`config.mk`:
```
export PLATFORM = sky130hd
export DESIGN_NAME = ordered_list_engine_unit
export DESIGN_NICKNAME = d
export VERILOG_FILES = /design/src/rtl/ole_pkg.sv /design/src/rtl/ole_cell.sv /design/src/rtl/ordered_list_engine_unit.sv
export VERILOG_INCLUDE_DIRS = /design/src /design/src/rtl
export SDC_FILE = /design/constraint.sdc
export NUM_CORES = 2
export LEC_CHECK = 0
export ABC_CLOCK_PERIOD_IN_PS = 10460
export BUFFER_PORTS_ARGS = -buffer_cell sky130_fd_sc_hd__clkbuf_2
export CORE_ASPECT_RATIO = 0.75
export CORE_MARGIN = 1
export CORE_UTILIZATION = 40
export CTS_CLUSTER_SIZE = 25
export DETAILED_ROUTE_END_ITERATION = 10
export PLACE_DENSITY = 0.55
export SETUP_SLACK_MARGIN = 0.1
export SLEW_MARGIN = 0
export SYNTH_ARGS = -nofsm -noshare
export SYNTH_HDL_FRONTEND = slang
export SYNTH_SLANG_ARGS = --single-unit
```
`constraint.sdc`:
```
create_clock -name clk -period 10.46 [get_ports clk]
set_clock_uncertainty 0.1 [all_clocks]
set_input_delay 1.046 -clock clk [delete_from_list [all_inputs] [get_ports clk]]
set_output_delay 1.046 -clock clk [all_outputs]
set_load 0.1 [all_outputs]
```
`src/rtl/ordered_list_engine_unit_macros.svh`:
```
// assertion macros for the ordered list engine
`ifndef ORDERED_LIST_ENGINE_UNIT_MACROS_SVH
`define ORDERED_LIST_ENGINE_UNIT_MACROS_SVH
`ifndef SYNTH
// same-cycle implication, checked outside reset
`define OLE_ASSERT_NOW(label, clk, rst, ante, cons) \
  label: assert property (@(posedge clk) disable iff (rst) (ante) |-> (cons)) \
    else $error("ordered list engine check failed");
// next-cycle implication, checked outside reset
`define OLE_ASSERT_NEXT(label, clk, rst, ante, cons) \
  label: assert property (@(posedge clk) disable iff (rst) (ante) |=> (cons)) \
    else $error("ordered list engine check failed");
`else
`define OLE_ASSERT_NOW(label, clk, rst, ante, cons)
`define OLE_ASSERT_NEXT(label, clk, rst, ante, cons)
`endif
`endif

```
`src/rtl/ole_pkg.sv`:
```
// types and codes shared by the ordered list engine
package ole_pkg;

  // command codes
  localparam logic [1:0] CMD_APPEND = 2'd0;
  localparam logic [1:0] CMD_INSERT = 2'd1;
  localparam logic [1:0] CMD_DELETE = 2'd2;
  localparam logic [1:0] CMD_SEARCH = 2'd3;

  // status codes
  localparam logic [1:0] ST_OK        = 2'd0;
  localparam logic [1:0] ST_BAD_POS   = 2'd1;
  localparam logic [1:0] ST_NOT_FOUND = 2'd2;
  localparam logic [1:0] ST_FULL      = 2'd3;

  // what the cell row does at the next edge
  typedef enum logic [1:0] {
    MODE_HOLD,
    MODE_APPEND,
    MODE_INSERT,
    MODE_DELETE
  } ole_mode_t;

  typedef struct packed {
    logic [1:0]         cmd;
    logic signed [31:0] value;
    logic [4:0]         position;
  } ole_cmd_t;

  typedef struct packed {
    logic [1:0] status;
    logic [3:0] found_index;
    logic [4:0] entry_count;
  } ole_result_t;

endpackage

```
`src/rtl/ole_cell.sv`:
```
// one list cell: holds one entry, compares it and shifts with its neighbors
module ole_cell #(
  parameter int IDX        = 0,
  parameter int DATA_WIDTH = 32,
  parameter int CW         = 5,
  parameter int XW         = 5
) (
  input  logic                  clk,
  input  ole_pkg::ole_mode_t    mode,
  input  logic [DATA_WIDTH-1:0] key,
  input  logic [CW-1:0]         count,
  input  logic [XW-1:0]         pos,
  input  logic [DATA_WIDTH-1:0] prev_word,
  input  logic [DATA_WIDTH-1:0] next_word,
  input  logic                  hit_in,
  output logic [DATA_WIDTH-1:0] word,
  output logic                  hit_out,
  output logic                  first
);
  import ole_pkg::*;

  logic valid;
  logic match;

  // compare against the key, pass the hit chain on
  assign valid   = CW'(IDX) < count;
  assign match   = valid && (word == key);
  assign hit_out = hit_in || match;
  assign first   = match && !hit_in;

  // entry update
  always_ff @(posedge clk) begin
    unique case (mode)
      MODE_APPEND: begin
        if (CW'(IDX) == count) word <= key;
      end
      MODE_INSERT: begin
        if (XW'(IDX) == pos) word <= key;
        else if (XW'(IDX) > pos) word <= prev_word;
      end
      MODE_DELETE: begin
        if (hit_out) word <= next_word;
      end
      default: begin
      end
    endcase
  end

endmodule

```
`src/rtl/ordered_list_engine_unit.sv`:
```
// ordered list engine top level: command decode, count and cell row
//
// Keeps an ordered list of up to CAPACITY words in a row of cells, one entry
// per cell. A command beat (append, insert at position, delete by value,
// search) is taken at a clock edge with start high and busy low; busy is
// never raised, so one command is taken every cycle.
// All cells compare their entry with the value at once, and a one-bit hit
// chain running through the row picks the first match. Insert and delete
// shift entries one place between neighboring cells at the same edge.
// The result beat (status, found_index, entry_count) appears with done high
// for exactly one cycle, the cycle after the command is taken, so results
// come at one command per cycle. The hit chain through all cells sets the
// cycle time.
// The receiver cannot stall; it must take each result beat when done is high.
// Reset (rst, synchronous) empties the list and clears done; entry contents
// are left as they are and are never read until written again.
module ordered_list_engine_unit #(
  parameter int CAPACITY   = 16,
  parameter int DATA_WIDTH = 32
) (
  input  logic                 clk,
  input  logic                 rst,
  input  logic                 start,
  output logic                 busy,
  input  ole_pkg::ole_cmd_t    command,
  output logic                 done,
  output ole_pkg::ole_result_t result
);
  import ole_pkg::*;

  `include "ordered_list_engine_unit_macros.svh"

  localparam int CW = $clog2(CAPACITY + 1);
  localparam int XW = (CW > 5) ? CW : 5;

  logic [CW-1:0]         count;
  logic [CW-1:0]         count_next;
  logic [DATA_WIDTH-1:0] key;
  logic [XW-1:0]         pos_ext;
  logic                  accept;
  logic                  full;
  logic                  any_hit;
  ole_mode_t             mode;
  logic [1:0]            status_next;
  logic [3:0]            index_next;
  logic [3:0]            found_or;

  logic [DATA_WIDTH-1:0] words [CAPACITY];
  logic                  hit   [CAPACITY+1];
  logic                  first [CAPACITY];

  assign busy    = 1'b0;
  assign accept  = start && !busy;
  assign key     = DATA_WIDTH'(unsigned'(command.value));
  assign pos_ext = XW'(command.position);
  assign full    = count == CW'(CAPACITY);
  assign hit[0]  = 1'b0;
  assign any_hit = hit[CAPACITY];

  // cell row
  for (genvar i = 0; i < CAPACITY; i++) begin : g_cell
    logic [DATA_WIDTH-1:0] prev_w;
    logic [DATA_WIDTH-1:0] next_w;
    assign prev_w = (i == 0) ? words[i] : words[(i == 0) ? 0 : i - 1];
    assign next_w = (i == CAPACITY - 1) ? words[i]
                                        : words[(i == CAPACITY - 1) ? i : i + 1];
    ole_cell #(
      .IDX        (i),
      .DATA_WIDTH (DATA_WIDTH),
      .CW         (CW),
      .XW         (XW)
    ) u_cell (
      .clk       (clk),
      .mode      (mode),
      .key       (key),
      .count     (count),
      .pos       (pos_ext),
      .prev_word (prev_w),
      .next_word (next_w),
      .hit_in    (hit[i]),
      .word      (words[i]),
      .hit_out   (hit[i+1]),
      .first     (first[i])
    );
  end

  // index of the first matching cell
  always_comb begin
    found_or = '0;
    for (int i = 0; i < CAPACITY; i++) begin
      if (first[i]) found_or = found_or | 4'(i);
    end
  end

  // command decode
  always_comb begin
    mode        = MODE_HOLD;
    status_next = ST_OK;
    index_next  = '0;
    count_next  = count;
    unique case (command.cmd)
      CMD_APPEND: begin
        if (full) begin
          status_next = ST_FULL;
        end else begin
          mode       = MODE_APPEND;
          count_next = count + CW'(1);
        end
      end
      CMD_INSERT: begin
        if (pos_ext > XW'(count)) begin
          status_next = ST_BAD_POS;
        end else if (full) begin
          status_next = ST_FULL;
        end else begin
          mode       = MODE_INSERT;
          count_next = count + CW'(1);
        end
      end
      CMD_DELETE: begin
        mode = MODE_DELETE;
        if (any_hit) begin
          count_next = count - CW'(1);
        end else begin
          status_next = ST_NOT_FOUND;
        end
      end
      default: begin
        if (any_hit) begin
          index_next = found_or;
        end else begin
          status_next = ST_NOT_FOUND;
        end
      end
    endcase
    if (!accept) begin
      mode       = MODE_HOLD;
      count_next = count;
    end
  end

  // count and done strobe
  always_ff @(posedge clk) begin
    if (rst) begin
      count <= '0;
      done  <= 1'b0;
    end else begin
      count <= count_next;
      done  <= accept;
    end
  end

  // result beat register
  always_ff @(posedge clk) begin
    if (accept) begin
      result.status      <= status_next;
      result.found_index <= index_next;
      result.entry_count <= 5'(count_next);
    end
  end

  `OLE_ASSERT_NEXT(a_done_follows, clk, rst, accept, done)
  `OLE_ASSERT_NEXT(a_no_stray_done, clk, rst, !accept, !done)
  `OLE_ASSERT_NOW(a_count_bound, clk, rst, 1'b1, count <= CW'(CAPACITY))
  `OLE_ASSERT_NOW(a_full_status, clk, rst, done && result.status == ST_FULL, full)
  `OLE_ASSERT_NOW(a_count_step, clk, rst, !$past(rst),
    (count == $past(count)) || (count == $past(count) + CW'(1)) ||
    (count == $past(count) - CW'(1)))

endmodule

```
==> results by group <==
Setup path
  – Worst path required time: 10.87 ns
  – Flop-to-flop setup slack: between 4 and 5 ns
  – Critical-path cell list: clkinv_1 -> ha_1 -> a211oi_1 -> o21ai_0 -> o21ai_0 -> and2_1 -> ha_4 -> buf_12 -> buf_12 -> a221o_1
  – Crit Reg-Reg Endpoint: g_cell[9].u_cell.word[5]$_DFFE_PP_
  – Reg-to-Reg Start: count[3]$_SDFF_PP0_
  – Critical path type: reg2reg
  – CP Capture Type: register
  – Cells on worst reg2reg path: 10
  – Worst Setup SP: count[3]$_SDFF_PP0_
  – CP max stage delay: roughly 0.81 ns
  – Worst-path maximum fanout: around 200
  – Critical-path top delay cell: dfxtp_1
  – Worst setup SP type: register
  – CP arrival: 6.42 ns

Finish
  – Share of layout cells above drive strength 1: 27.83%
  – Area delta synth->final: 7.783%
  – Fin nets: ~2700

Logic synthesis
  – Adder-cell share of the synthesized area: less than 1%
  – YS warnings: 0
  – Syn_area_per_cell: 12.43 um2
  – Post-synth top flop: edfxtp_1
  – Synth area leader: edfxtp_1
  – Seq cells post-synth: around 530
  – Async SR Flop Fraction: 0%
  – Post-synth top area share: between 40 and 50%
  – Simple-gate area share of the yosys netlist: around 6%
  – Mapped Cells: between 2000 and 3000
  – Mapped Nets: roughly 2900
  – Largest family of logic cells by synthesized area: multiplexers
  – Synth Area in XOR/XNOR: around an eighth
  – Synth Area in Compound Gates: between 10% and 20%
  – Mapped Area: approximately 35000 um2
  – Mux contribution to synthesized area: between 10% and 20%
  – Area contributors post-synth: edfxtp_1 45%, mux2_2 16%, a221o_1 13%
  – EDFF count, synth: between 500 and 600
  – Yosys cell types: 59
  – Sequential fraction of the synthesis area: 45.20%

Worst hold path
  – Hold path endpoint: g_cell[14].u_cell.word[31]$_DFFE_PP_
  – Worst hold start: g_cell[15].u_cell.word[31]$_DFFE_PP_
  – Hold path depth: 1
  – Hold Crit Class: reg2reg

STA
  – Period utilization: ~57%
  – Final hold vios: 0
  – Final Critical Period: roughly 6.0 ns
  – Achievable Freq: around 170 MHz
  – Rel. slew slack: 10.57%
  – Max-slew violations: 0
  – Worst Tran Pin Value: ~1.3 ns
  – Unrepaired setup endpoints after global routing: false
  – Final setup vio count: 0
  – TNS Setup: 0 ns

Clocking
  – CTS buffer count: 58
  – Clk_lat worst skew: 0.66 ns
  – Maximum buffer depth of the clock tree: 3
  – Clk root buf: clkbuf_16
  – CTS Sinks: ~530
  – Hold bufs inserted after CTS: 0
  – Post-CTS sizing: 0
  – Clock transition at path regs: about 0.060 ns
  – CTS tree: yes
  – Total setup buffers inserted after CTS: 0
  – H-tree levels: 2

Floorplanning
  – I/O pin count: 55
  – Die Width: about 340 um
  – Num rows: 93
  – Core Region: 86220 um2
  – Die span in y: 258.2 um
  – Initial core utilization: between 40% and 50%
  – Die Area: between 80000 and 90000 um2

Placed design
  – Gpl congestion: approximately 0.94
  – DP HPWL: 93.64 mm
  – Port Buffers: 53

GRT
  – Global route overflow: 0
  – Number of global-route vias before repair: 24800
  – Antenna violations before repair: 3
  – First-pass GRT wire length: ~190 mm
  – Largest net degree at the start of global routing: roughly 210
  – Total track usage: 28.95%

Routing
  – 1st-iter DRT viols: around 3500
  – Antenna viol nets, final: 0
  – DR DRC count: 0
  – DR vias/cell: 6.756
  – Via Count: between 20000 and 30000
  – WL/cell: roughly 34 um
  – Final wirelength: approximately 130 mm
  – Pre-antenna DRT Iters: 6

Power and ir drop
  – Pwr dens: about 160 nW/um2
  – VDD IR max: about 0.12 mV
  – Leak pwr: between 0.01 and 0.015 uW
  – Total Power: 5918 uW

Status
  – Status: complete, no violations

Flow run
  – Max Cap Violations: 0
[cells in the final DEF (no fill, tap or decap), drive strengths merged, types with 6 or more instances in the layout]
master	count
nor3	30
inv	13
a221o	452
nand4	64
nand2	63
or3	12
nor4	89
clkbuf	130
xnor2	177
buf	69
a21oi	24
a2111oi	8
xor2	335
dfxtp	6
edfxtp	523
nor2b	11
and2	36
nor2	26
mux2	513
ha	14
clkinv	24
nand3	28
o21ai	17
[power breakdown]
| part | internal [uW] | total (uW) | switching [uW] | leakage (uW) |
|---|---|---|---|---|
| sequential | 2580 | 2770 | 191 | 0.00499 |
| clock | 1080 | 2010 | 934 | 0.000855 |
| combinational | 427 | 1130 | 703 | 0.00674 |
[layer usage]
layer | global-route usage (%) | up-vias | share of wire, % | routed length (um)
li1 | - | 10890 | - | -
met1 | 46.10 | 13580 | 46 | 61040
met4 | 3.901 | 0 | 1.1 | 1405
met2 | 37.82 | 1478 | 40 | 52390
met5 | 0 | - | 0 | 0
met3 | 9.448 | 89 | 13 | 16910
[worst max path at each step]
stage                                                 endpoint  depth (start not counted)
final                       g_cell[9].u_cell.word[5]$_DFFE_PP_                         10
after global routing        g_cell[6].u_cell.word[7]$_DFFE_PP_                         13
after CTS                 g_cell[11].u_cell.word[27]$_DFFE_PP_                         13
after detailed placement   g_cell[13].u_cell.word[8]$_DFFE_PP_                         12
after global placement    g_cell[13].u_cell.word[28]$_DFFE_PP_                         12
after floorplan             g_cell[7].u_cell.word[0]$_DFFE_PP_                         17
[flip-flops by register name, summed over array words and instances, names as in the netlist]
| signal | count |
|---|---|
| g_cell.u_cell.word | 512 |
| done | 1 |
| result | 11 |
| count | 5 |
[critical path, delay by kind of cell (launching register included)]
kind            cells  cell delay [ns]
compound gates      4             0.91
simple gates        1             0.28
flops               1             0.81
fa+ha+maj           2             1.21
buf+inv             3             1.85
[area by class of cell]
type,instances,area [um2]
repair buffers,122,833.3
flip-flops and latches,529,15830
multi-input cells,1946,17870
diodes,1,2.502
inverters,12,45.04
fillers,7885,48490
clock buffers,77,1584
clock inverters,27,153.9
well taps,1140,1426
[synth_stat cells, types with 2 or more instances]
cell       instances
buf_2             49
xnor2_1          177
edfxtp_1         523
or4b_2             3
a2111o_1           2
o21a_1             2
ha_1              14
or3_1             12
xor2_1           335
buf_1             24
nor4_1            87
nand4_1           64
a211oi_1           4
o21ai_0           16
a31oi_1            3
nor2_1            26
a21oi_1           23
mux2_2           513
buf_4             12
a21boi_0           3
buf_6             20
a221o_1          452
nand2b_1           4
nand3_1           28
and4_1             4
nor4b_2            2
o221ai_1           2
a2111oi_0          6
o211ai_1           3
a21o_1             2
a2111oi_2          2
nor2b_1           11
nor3_1            30
clkbuf_1         223
dfxtp_1            6
inv_1             10
and2_0            32
nand2_1           63
and2_1             4
[through the flow]
stage	setup slack, ns	util, %	hold WS [ns]	instance area, um2	instances
after floorplan	1.561	-	0.4769	35010	2816
after global placement	4.478	41.75	0.4884	36000	3749
after detailed placement	4.363	41.75	0.4962	36000	3749
after CTS	4.796	43.76	0.5088	37730	3853
after global routing	4.345	43.76	0.5325	37730	3853
final	4.451	43.77	0.5156	37740	3854
[cell families after synthesis]
| group | after synthesis |
|---|---|
| AO/OA/AOI/OAI | 530 |
| flip-flops | 529 |
| multiplexers | 513 |
| XOR/XNOR | 512 |
| AND/OR/NAND/NOR | 376 |
| buffers and inverters | 341 |
| adder cells (fa/ha/maj) | 14 |
| other | 1 |
Power figures use the tool's default switching activity.
